==> config.mk <==
export PLATFORM = sky130hd
export DESIGN_NAME = mcd_ram
export DESIGN_NICKNAME = d
export VERILOG_FILES = /design/src/hw/rtl/mcd_ram.sv
export SDC_FILE = /design/constraint.sdc
export NUM_CORES = 1
export LEC_CHECK = 0
export ABC_AREA = 0
export BUFFER_PORTS_ARGS = -buffer_cell sky130_fd_sc_hd__buf_4
export CAP_MARGIN = 20
export CORE_UTILIZATION = 35
export CTS_CLUSTER_DIAMETER = 50
export DETAILED_ROUTE_END_ITERATION = 7
export GPL_TIMING_DRIVEN = 0
export SYNTH_ARGS = -nofsm -noshare
export SYNTH_HDL_FRONTEND = slang
export SYNTH_SLANG_ARGS = --single-unit
==> constraint.sdc <==
create_clock -name clk -period 3.1 [get_ports clk]
set_input_delay 0.31 -clock clk [delete_from_list [all_inputs] [get_ports clk]]
set_output_delay 0.31 -clock clk [all_outputs]
set_load 0.02 [all_outputs]
==> src/hw/rtl/mcd_ram.sv <==
// generic single-write ram with registered read
module mcd_ram #(
  parameter int WIDTH = 8,
  parameter int DEPTH = 16
) (
  input  logic                     clk,
  input  logic                     we,
  input  logic [$clog2(DEPTH)-1:0] waddr,
  input  logic [WIDTH-1:0]         wdata,
  input  logic [$clog2(DEPTH)-1:0] raddr,
  output logic [WIDTH-1:0]         rdata
);
  logic [WIDTH-1:0] mem [DEPTH];

  always_ff @(posedge clk) begin
    if (we) mem[waddr] <= wdata;
    rdata <= mem[raddr];
  end
endmodule

* Word level (Yosys, flattened, before mapping) *
Memory sizes are Yosys's and may differ from the RTL's. A register that Yosys moved wholly into a read port is not among the register bits.
Cells that the tools add are included.

storage, ports and cells
  bits in writable memories = 128
  bits in registers = 0
  logic and storage cells = 3
  memories = 1

memories
  memory  words  width  read ports  clocked after memory_dff  write ports  line  RTL
  mem     16     8      1           1                         1            13    logic [WIDTH-1:0] mem [DEPTH];

cells by class
  muxes and demuxes = 2

operator list
  cell              count
  1-bit 2-to-1 mux  2

* Logic depth before layout (Yosys ltp) *
Gate-level depths: netlist (run 1).

  depth after elaboration = 2
  mapped depth = 5
  mapped depth without buffers = 3

* Worst setup path after synthesis (run 1) *
No wires, ideal clock.

  path type = in2reg
  start point = in waddr[2]
  end point = mem mem[0][0], enable pin
  stages on the path = 2
  data arrival time = 1.420 ns
  required time = 2.717 ns
  path slack = 1.297 ns
  cells stage by stage = or3b_2 > nor3_1

RTL lines
  element      line  RTL
  from (decl)  8     input logic [$clog2(DEPTH)-1:0] waddr,
  to (decl)    13

No word-level cell before the write port.

* Final worst setup path (run 1) *
  start point = in waddr[2]
  end point = mem mem[0][5], enable pin

No word-level cell before the write port.

==> results of run 1 <==
==> stage by stage <==
stage / total power, mW / utilization, % / hold WS [ns] / cell area, sq um / setup WS (ns)
floorplan: 2.22 / - / 0.409 / 5150 / 1.30
global placement: 2.32 / 39.4 / 0.626 / 5550 / 0.680
detailed placement: 2.33 / 39.6 / 0.644 / 5580 / 1.01
CTS: 4.33 / 43.8 / 0.211 / 6180 / 1.45
global route: 4.44 / 43.8 / 0.214 / 6180 / 1.38
finish: 4.29 / 43.8 / 0.217 / 6180 / 1.42
==> layer usage <==
layer	part of all wire [%]	vias up
met4	0.94	0
li1	-	1071
met1	44	1194
met2	48	78
met3	7.2	8
met5	0	-
==> placed cells by master (no fill, tap or decap) <==
master | netlist | layout
sky130_fd_sc_hd__and2b_1 | 1 | 1
sky130_fd_sc_hd__clkbuf_1 | 0 | 2
sky130_fd_sc_hd__mux4_1 | 14 | 14
sky130_fd_sc_hd__clkinv_2 | 0 | 6
sky130_fd_sc_hd__nand2_1 | 9 | 9
sky130_fd_sc_hd__and2_1 | 1 | 1
sky130_fd_sc_hd__edfxtp_1 | 128 | 128
sky130_fd_sc_hd__buf_6 | 3 | 3
sky130_fd_sc_hd__nand2b_1 | 2 | 2
sky130_fd_sc_hd__nand3_1 | 1 | 1
sky130_fd_sc_hd__clkbuf_16 | 0 | 17
sky130_fd_sc_hd__bufinv_16 | 0 | 3
sky130_fd_sc_hd__nor2b_1 | 1 | 1
sky130_fd_sc_hd__a22oi_1 | 16 | 16
sky130_fd_sc_hd__buf_2 | 3 | 3
sky130_fd_sc_hd__clkbuf_8 | 0 | 3
sky130_fd_sc_hd__buf_4 | 1 | 29
sky130_fd_sc_hd__nand3b_1 | 2 | 2
sky130_fd_sc_hd__nor3_1 | 4 | 4
sky130_fd_sc_hd__nor2_1 | 13 | 13
sky130_fd_sc_hd__clkinv_1 | 0 | 1
sky130_fd_sc_hd__or3b_2 | 1 | 1
sky130_fd_sc_hd__clkdlybuf4s25_2 | 3 | 3
sky130_fd_sc_hd__mux4_2 | 18 | 18
sky130_fd_sc_hd__dfxtp_1 | 8 | 8
==> cells by family after synthesis <==
family                 count (synthesis)  share of synthesized area [%]
AO/OA/AOI/OAI                         16                           2.33
buffers and inverters                 10                           1.68
flip-flops                           136                           77.8
multiplexers                          32                           15.0
AND/OR/NAND/NOR                       35                           3.18
==> flip-flops by register name (all words and copies together), names as in the netlist <==
register,count
mem,128
rdata,8
==> layout make-up <==
class,count,area share (%)
clock inverters,10,2.00
flip-flops and latches,136,64.8
multi-input cells,83,17.1
repair buffers,28,3.40
plain buffers,10,1.40
well taps,180,3.64
clock buffers,22,7.67
==> worst max path at each step <==
stage	from	to
after floorplan	waddr[2]	mem[0][0]
after CTS	waddr[2]	mem[0][1]
final	waddr[2]	mem[0][5]
after global routing	waddr[2]	mem[0][1]
after detailed placement	waddr[2]	mem[0][2]
after global placement	waddr[2]	mem[0][3]
==> cells in the mapped netlist <==
cell type                         number
sky130_fd_sc_hd__mux4_2               18
sky130_fd_sc_hd__dfxtp_1               8
sky130_fd_sc_hd__nand3b_1              2
sky130_fd_sc_hd__clkdlybuf4s25_2       3
sky130_fd_sc_hd__a22oi_1              16
sky130_fd_sc_hd__buf_2                 3
sky130_fd_sc_hd__and2b_1               1
sky130_fd_sc_hd__nand2b_1              2
sky130_fd_sc_hd__buf_4                 1
sky130_fd_sc_hd__nor2_1               13
sky130_fd_sc_hd__nor2b_1               1
sky130_fd_sc_hd__buf_6                 3
sky130_fd_sc_hd__or3b_2                1
sky130_fd_sc_hd__and2_1                1
sky130_fd_sc_hd__edfxtp_1            128
sky130_fd_sc_hd__mux4_1               14
sky130_fd_sc_hd__nor3_1                4
sky130_fd_sc_hd__nand2_1               9
sky130_fd_sc_hd__nand3_1               1
==> critical path: cells and delay by family <==
family                 cells  cell delay, ns
and+or+nand+nor            2            1.08
buffers and inverters      2            0.40
==> where the power goes <==
group / switching, mW / internal [mW] / leakage, nW / total [mW]
clock network: 0.682 / 1.32 / 0.301 / 2.00
logic: 0.128 / 0.0956 / 0.556 / 0.223
registers: 0.0102 / 2.06 / 1.22 / 2.07
total: 0.820 / 3.47 / 2.08 / 4.29
==> impl_metrics.tcl, run 1 <==
set metrics [dict create \
    number_of_global_route_vias_before_repair 2413 \
    globalRoute.busiestLayer "met2" \
    synthesis.yosys.warnings 0 \
    post_synth_main_area_contributors "sky130_fd_sc_hd__edfxtp_1, sky130_fd_sc_hd__mux4_2, sky130_fd_sc_hd__mux4_1" \
    grt_antenna_before_repair 0 \
    worst_slew_pin_slew_ns 0.896 \
    dp.cells 437 \
    critical_path.most_common_cell "sky130_fd_sc_hd__buf_4" \
    cap_violations 0 \
    final_report_setup_violation_count 0 \
    clockBufferDepth 2 \
    gp_congestion 0.794 \
    die_h_um 123 \
    critical_path.reg2reg.endpoint "rdata[0]" \
    run_status "finished, final reports clean" \
    tns_ns 0 \
    finish.net_count 294 \
    timing.clock.skew_ns 0.00802 \
    cts_tree "done" \
    total_standard_cell_area_after_synthesis_sq_um 5150 \
    nFillCells 1230 \
    post-cts-setup-buffer-count 0 \
    synth_fp_nets 247 \
    timing.hold.worst.start "wdata[5]" \
    post_route_cells_drive_above_1_share_pct 29.8 \
    grtUsageMet1_pct 20.2 \
    reg2reg_from "mem[0][0]" \
    die-area_sq_um 15200 \
    drt-wirelength-per-cell_um 21.3 \
    synth_cell_types 19 \
    clock_buffer_count_from_cts 17 \
    io_pins 26 \
    clock_sink_count 136 \
    min_delay_worst_endpoint "mem[7][5]" \
    cp_data_required_time_ns 3.22 \
    biggest_area_consumer_among_synthesized_cells "sky130_fd_sc_hd__edfxtp_1" \
    placementRows 43 \
    final-max-slew-violation-count 0 \
    insertedDiodeCount 0 \
    synth_seq_cells 136 \
    synth_seq_area_share_pct 77.8 \
    syn_inst 229 \
    antenna_left 0 \
    final-hold-violation-count 0 \
    count_of_routing_violations_after_the_opening_detailed_route_iteration 153 \
    share_of_the_synthesized_area_in_the_top_cell_type_pct 74.7 \
    grt_util_met2_pct 23.1 \
    die_width_um 123 \
    cts-resized-gates 0 \
    routed-via-count 2351 \
    holdPathStages 1 \
    cells_along_the_critical_path "buf_4 > or3b_2 > nor3_1 > buf_4" \
    cts-hold-fix-buffers 0 \
    grt-ovfl-total 0 \
    grt_start_max_net_pins 17 \
    grt_first_pass_wirelength_mm 15.2 \
    timing.critical_path.fanout_max 5 \
    cp.arrival_ns 1.80 \
    power_density_nw_per_um2 694 \
    avgViaCountPerCell 5.01 \
    route.detailed.drc 0 \
    cts-htree-levels 4 \
    max-vdd-ir-drop_uv 456 \
    layout_worst_path_cycle_share_pct 54.2 \
    post_synthesis_to_final_layout_area_growth_pct 20.1 \
    hold_path_class "in2reg" \
    end_kind "flip-flop" \
    grt.met3_usage_pct 5.07 \
    drt-total-wl_mm 9.99 \
    clock_transition_time_at_the_flip_flop_clock_pins_of_the_worst_setup_and_hold_paths_ns 0.05 \
    multi_input_area_sq_um 1060 \
    cts-root-buf "sky130_fd_sc_hd__clkbuf_16" \
    synth.avg_cell_area_sq_um 22.5 \
    ff2ff_setup_slack_ns 1.60 \
    unrepaired_setup_endpoints_after_global_routing "false" \
    global_routing_usage_summed_across_all_routing_layers_pct 15.0 \
    slew-limit-headroom_pct 39.8 \
    critical_path.startpoint_type "input port" \
    leakage_nw 2.08 \
    crit_slowest_cell "sky130_fd_sc_hd__nor3_1" \
    fmax_ghz 0.595 \
    dp.final_hpwl_mm 6.54 \
    initial_utilization_pct 36.5 \
    critPathKind "in2reg" \
    r2r_worst_path_depth 3 \
    final_period_minus_worst_setup_slack_ns 1.68 \
    seq_area_sq_um 4000 \
    clkLatencyLatePin_ns 0.41 \
    cp_max_stage_delay_ns 0.57 \
    final_cells 469 \
    buffer_ports.inserted 24 \
    drt_first_pass_iters 6 \
    coreArea_sq_um 14100 \
]
Note: power is estimated with default switching activity, not from simulation.
==> run 2: changes to the inputs <==
Settings changed: ABC_AREA 0 to 1.
Clock period 3.1 ns to 1.4 ns, I/O delays scaled along.
==> impl_metrics.tcl, run 2 <==
set metrics [dict create \
    final_cells 820 \
    worst_slew_pin_slew_ns 1.02 \
    total_standard_cell_area_after_synthesis_sq_um 5770 \
    clkLatencyLatePin_ns 0.42 \
    async_flop_share_pct 0 \
    initial_utilization_pct 36.0 \
    clock_transition_time_at_the_flip_flop_clock_pins_of_the_worst_setup_and_hold_paths_ns 0.06 \
    end_kind "flip-flop" \
    leakage_nw 2.94 \
    gp_congestion 0.833 \
    buffer_ports.inserted 22 \
    final_common_cell "sky130_fd_sc_hd__nand2_1" \
    seq_area_sq_um 4000 \
    cp.arrival_ns 1.32 \
    finish.net_count 610 \
    fmax_ghz 0.778 \
    routed-via-count 3832 \
    synth_fp_nets 569 \
    route.detailed.drc 0 \
    post-route-cell-area_sq_um 6830 \
    synth_seq_cells 136 \
    synth_seq_area_share_pct 69.4 \
    clock_buffer_count_from_cts 17 \
    drt-wirelength-per-cell_um 17.3 \
    cts-resized-gates 0 \
    run_status "finished, final reports clean" \
    syn_inst 551 \
    grt_first_pass_wirelength_mm 22.0 \
    cts_tree "done" \
    final_report_setup_violation_count 0 \
    avgViaCountPerCell 4.67 \
    grt-ovfl-total 0 \
    hold_path_class "in2reg" \
    biggest_area_consumer_among_synthesized_cells "sky130_fd_sc_hd__edfxtp_1" \
    slew-limit-headroom_pct 32.0 \
    dp.cells 789 \
    most-common-layout-cells "sky130_fd_sc_hd__nand2_1, sky130_fd_sc_hd__edfxtp_1, sky130_fd_sc_hd__inv_1" \
    max-vdd-ir-drop_uv 912 \
    unrepaired_setup_endpoints_after_global_routing "false" \
    drt_first_pass_iters 5 \
    cts-root-buf "sky130_fd_sc_hd__clkbuf_16" \
    power_density_nw_per_um2 1460 \
    post_synth_main_area_contributors "sky130_fd_sc_hd__edfxtp_1, sky130_fd_sc_hd__nand2_1, sky130_fd_sc_hd__nand3_1" \
    ff2ff_setup_slack_ns 0.36 \
    cap_violations 0 \
    post-cts-setup-buffer-count 0 \
    global_routing_usage_summed_across_all_routing_layers_pct 18.3 \
    clockBufferDepth 2 \
    holdWs_ns 0.0595 \
    critPathKind "in2reg" \
    critical_path.startpoint_type "input port" \
    placedInstanceArea_sq_um 6200 \
    cts-hold-fix-buffers 0 \
    placementRows 46 \
    layout.core_utilization_pct 42.7 \
    clock_sink_count 136 \
    share_of_the_synthesized_area_in_the_top_cell_type_pct 66.7 \
    number_of_global_route_vias_before_repair 3857 \
    multi_input_area_sq_um 1210 \
    nFillCells 1557 \
    die_width_um 130 \
    reg.largest.list "mem (128), rdata (8)" \
    dp.final_hpwl_mm 9.29 \
    post_synthesis_to_final_layout_area_growth_pct 18.5 \
    die-area_sq_um 17000 \
    final_period_minus_worst_setup_slack_ns 1.29 \
    top_register "mem" \
    report.power.total_mw 9.99 \
    timing.clock.skew_ns 0.00657 \
    synth_cell_types 12 \
    drt-total-wl_mm 14.2 \
    synth-main-ff-cell "sky130_fd_sc_hd__edfxtp_1" \
    coreArea_sq_um 16000 \
    antenna_left 0 \
    timing.critical_path.fanout_max 8 \
    largest_register_ff_count 128 \
    io_pins 26 \
    cts-htree-levels 4 \
    post_route_cells_drive_above_1_share_pct 12.6 \
    layout_worst_path_cycle_share_pct 91.8 \
    synthMostInstantiatedCell "sky130_fd_sc_hd__nand2_1" \
    synth.avg_cell_area_sq_um 10.5 \
    synthesis.yosys.warnings 0 \
    synth_edf_count 128 \
    grt_antenna_before_repair 0 \
    grt_start_max_net_pins 17 \
    cp_data_required_time_ns 1.43 \
    final-hold-violation-count 0 \
    count_of_routing_violations_after_the_opening_detailed_route_iteration 296 \
    synth.top_cells.by_count "sky130_fd_sc_hd__nand2_1, sky130_fd_sc_hd__edfxtp_1, sky130_fd_sc_hd__inv_1" \
    final-max-slew-violation-count 0 \
    insertedDiodeCount 0 \
    die_h_um 130 \
]
[run 2: changes by cell type after synthesis, moves of 10 or more]
cell | previous run | this run
sky130_fd_sc_hd__buf_2 | 3 | 13
sky130_fd_sc_hd__inv_1 | 0 | 100
sky130_fd_sc_hd__mux4_1 | 14 | 0
sky130_fd_sc_hd__a22oi_1 | 16 | 0
sky130_fd_sc_hd__mux4_2 | 18 | 0
sky130_fd_sc_hd__nand2_1 | 9 | 173
sky130_fd_sc_hd__nand3_1 | 1 | 97
[run 2: metal layers]
layer	vias to the layer above	GRT usage (%)	part of all wire (%)	wire, um
met5	-	0	0	0
met4	0	8.11	3.0	428
met3	34	3.28	5.9	832
li1	1860	-	-	-
met1	1801	23.5	43	6080
met2	137	30.5	48	6820
[run 2: area by class of cell]
cell class              instances  area share (%)
flip-flops and latches        136            58.6
multi-input cells             289            17.8
clock buffers                  17            6.22
inverters                     102            5.60
well taps                     216            3.95
clock inverters                14            3.02
plain buffers                  24            2.44
repair buffers                 22            2.42
[run 2: where the power goes]
group          internal, mW  switching (mW)
clock                  3.13            1.63
combinational         0.201           0.446
sequential             4.55          0.0229
[run 2: kinds of logic (layout without fill, tap and decap cells)]
kind of cell	count (synthesis)	count (layout)	share of synthesized area, %
simple gates	289	289	21.0
buf+inv	126	179	9.52
flops	136	136	69.4
[run 2: critical path, stage by stage]
cell and delay, ns:
sky130_fd_sc_hd__buf_4 0.12, sky130_fd_sc_hd__nand3b_1 0.24, sky130_fd_sc_hd__nor2_1 0.81
[run 2: worst paths after layout]
kind             start        end  cells after the start
max reg2reg  mem[0][4]   rdata[4]                      6
min           wdata[2]  mem[6][2]                      1
min reg2reg  mem[2][1]   rdata[1]                      6
max           waddr[3]  mem[4][0]                      3
[run 2: metrics by stage]
| stage | setup WS [ns] | TNS [ns] |
|---|---|---|
| after floorplan | 0.309 | 0 |
| final | 0.114 | 0 |
| after CTS | 0.0912 | 0 |
| after global routing | 0.0183 | 0 |
| after detailed placement | -0.356 | -18.60 |
| after global placement | -0.290 | -12.18 |
==> run 3: changes to the inputs <==
Settings changed: CORE_MARGIN from default to 4.
==> impl_metrics.tcl, run 3 (synthesis gave the netlist of run 2 again) <==
set metrics [dict create \
    fmax_ghz 0.842 \
    timing.critical_path.fanout_max 8 \
    clock_buffer_count_from_cts 17 \
    clock_sink_count 136 \
    drt-wirelength-per-cell_um 16.6 \
    hold_path_class "in2reg" \
    post_route_cells_drive_above_1_share_pct 12.1 \
    cells_along_the_critical_path "buf_4 > nand3b_1 > nor2_1" \
    cts-hold-fix-buffers 0 \
    final.setup.worst_slack_ns 0.212 \
    cap_violations 0 \
    most-common-layout-cells "sky130_fd_sc_hd__nand2_1, sky130_fd_sc_hd__edfxtp_1, sky130_fd_sc_hd__inv_1" \
    final-hold-violation-count 0 \
    critical_path.endpoint "mem[7][7]" \
    cp_data_required_time_ns 1.44 \
    report.power.total_mw 9.54 \
    avgViaCountPerCell 4.63 \
    reg2reg_from "mem[0][2]" \
    cts_tree "done" \
    number_of_global_route_vias_before_repair 3721 \
    finish.net_count 610 \
    wl_met2_mm 6.53 \
    die_h_um 136 \
    route.detailed.drc 0 \
    timing.clock.skew_ns 0.00588 \
    gp_congestion 0.870 \
    worst_slew_pin_slew_ns 0.848 \
    drt-total-wl_mm 13.6 \
    critical_path_buf_inv_count 1 \
    worst_path_dominant_cell_family "simple AND/OR/NAND/NOR gates" \
    unrepaired_setup_endpoints_after_global_routing "false" \
    insertedDiodeCount 0 \
    r2r_worst_path_depth 6 \
    max-vdd-ir-drop_uv 866 \
    cp_max_stage_delay_ns 0.68 \
    cp.arrival_ns 1.22 \
    global_routing_usage_summed_across_all_routing_layers_pct 15.5 \
    initial_utilization_pct 36.0 \
    slew-limit-headroom_pct 43.2 \
    top_register "mem" \
    grt_first_pass_wirelength_mm 21.1 \
    pre_cts_ws_ns -0.194 \
    ff2ff_setup_slack_ns 0.37 \
    timing.critical_path.depth 3 \
    clkLatencyLatePin_ns 0.41 \
    largest_register_ff_count 128 \
    power_density_nw_per_um2 1410 \
    cts-htree-levels 4 \
    post_synthesis_to_final_layout_area_growth_pct 17.4 \
    leakage_nw 2.90 \
    coreArea_sq_um 16000 \
    antenna_left 0 \
    reg.largest.list "mem (128), rdata (8)" \
    grt_antenna_before_repair 0 \
    placedInstanceArea_sq_um 6200 \
    count_of_routing_violations_after_the_opening_detailed_route_iteration 471 \
    cts-root-buf "sky130_fd_sc_hd__clkbuf_16" \
    critical_path.startpoint_type "input port" \
    dp.final_hpwl_mm 9.12 \
    final_period_minus_worst_setup_slack_ns 1.19 \
    die-area_sq_um 18600 \
    io_pins 26 \
    run_status "finished, final reports clean" \
    wl_met3_mm 1.04 \
    highest-signal-layer "met4" \
    tns_ns 0 \
    buffer_ports.inserted 22 \
    grt_start_max_net_pins 17 \
    clock_transition_time_at_the_flip_flop_clock_pins_of_the_worst_setup_and_hold_paths_ns 0.05 \
    holdWs_ns 0.0753 \
    m1WireLength_mm 5.80 \
    final_report_setup_violation_count 0 \
    critPathKind "in2reg" \
    startpoint "waddr[3]" \
    routed-via-count 3791 \
    post-cts-setup-buffer-count 0 \
    critical_path.reg2reg.endpoint "rdata[2]" \
    final_common_cell "sky130_fd_sc_hd__nand2_1" \
    end_kind "flip-flop" \
    drt_first_pass_iters 5 \
    grt-ovfl-total 0 \
    crit_slowest_cell "sky130_fd_sc_hd__nor2_1" \
    die_width_um 136 \
    final-max-slew-violation-count 0 \
    placementRows 46 \
    cts-resized-gates 0 \
    post-route-cell-area_sq_um 6770 \
    clockBufferDepth 2 \
    layout_worst_path_cycle_share_pct 84.8 \
]
-- run 3: layout make-up --
type                       count  area [sq um]
timing repair buffer          22           165
clock inverter                11           133
clock buffer                  19           433
tap                          216           270
buffer                        24           166
inverter                     102           383
fill                        1529          9230
sequential                   136          4000
multi-input combinational    289          1210
-- run 3: per-layer routing --
metal	GRT usage [%]	up-vias
met2	25.2	158
li1	-	1857
met1	20.5	1759
met5	0	-
met3	3.44	17
met4	5.66	0
-- run 3: power breakdown --
group,switching [mW],internal (mW)
Sequential,0.0235,4.55
Combinational,0.442,0.201
Clock,1.57,2.75
-- run 3: how the worst min path moves through the flow --
| stage | cells past startpoint | slack [ns] | startpoint | to |
|---|---|---|---|---|
| 2_1_floorplan | 0 | 0.24 | wdata[0] | mem[0][0] |
| 3_3_place_gp | 1 | 0.49 | wdata[4] | mem[3][4] |
| 3_5_place_dp | 1 | 0.50 | wdata[4] | mem[3][4] |
| 4_1_cts | 1 | 0.07 | wdata[4] | mem[2][4] |
| 5_1_grt | 1 | 0.08 | wdata[4] | mem[3][4] |
| 6_report | 1 | 0.08 | wdata[1] | mem[2][1] |
-- run 3: metrics by stage --
stage / std cells / utilization, %
CTS: 819 / 42.3
global placement: 789 / 38.8
detailed placement: 789 / 38.8
finish: 819 / 42.3
global route: 819 / 42.3
floorplan: 551 / -
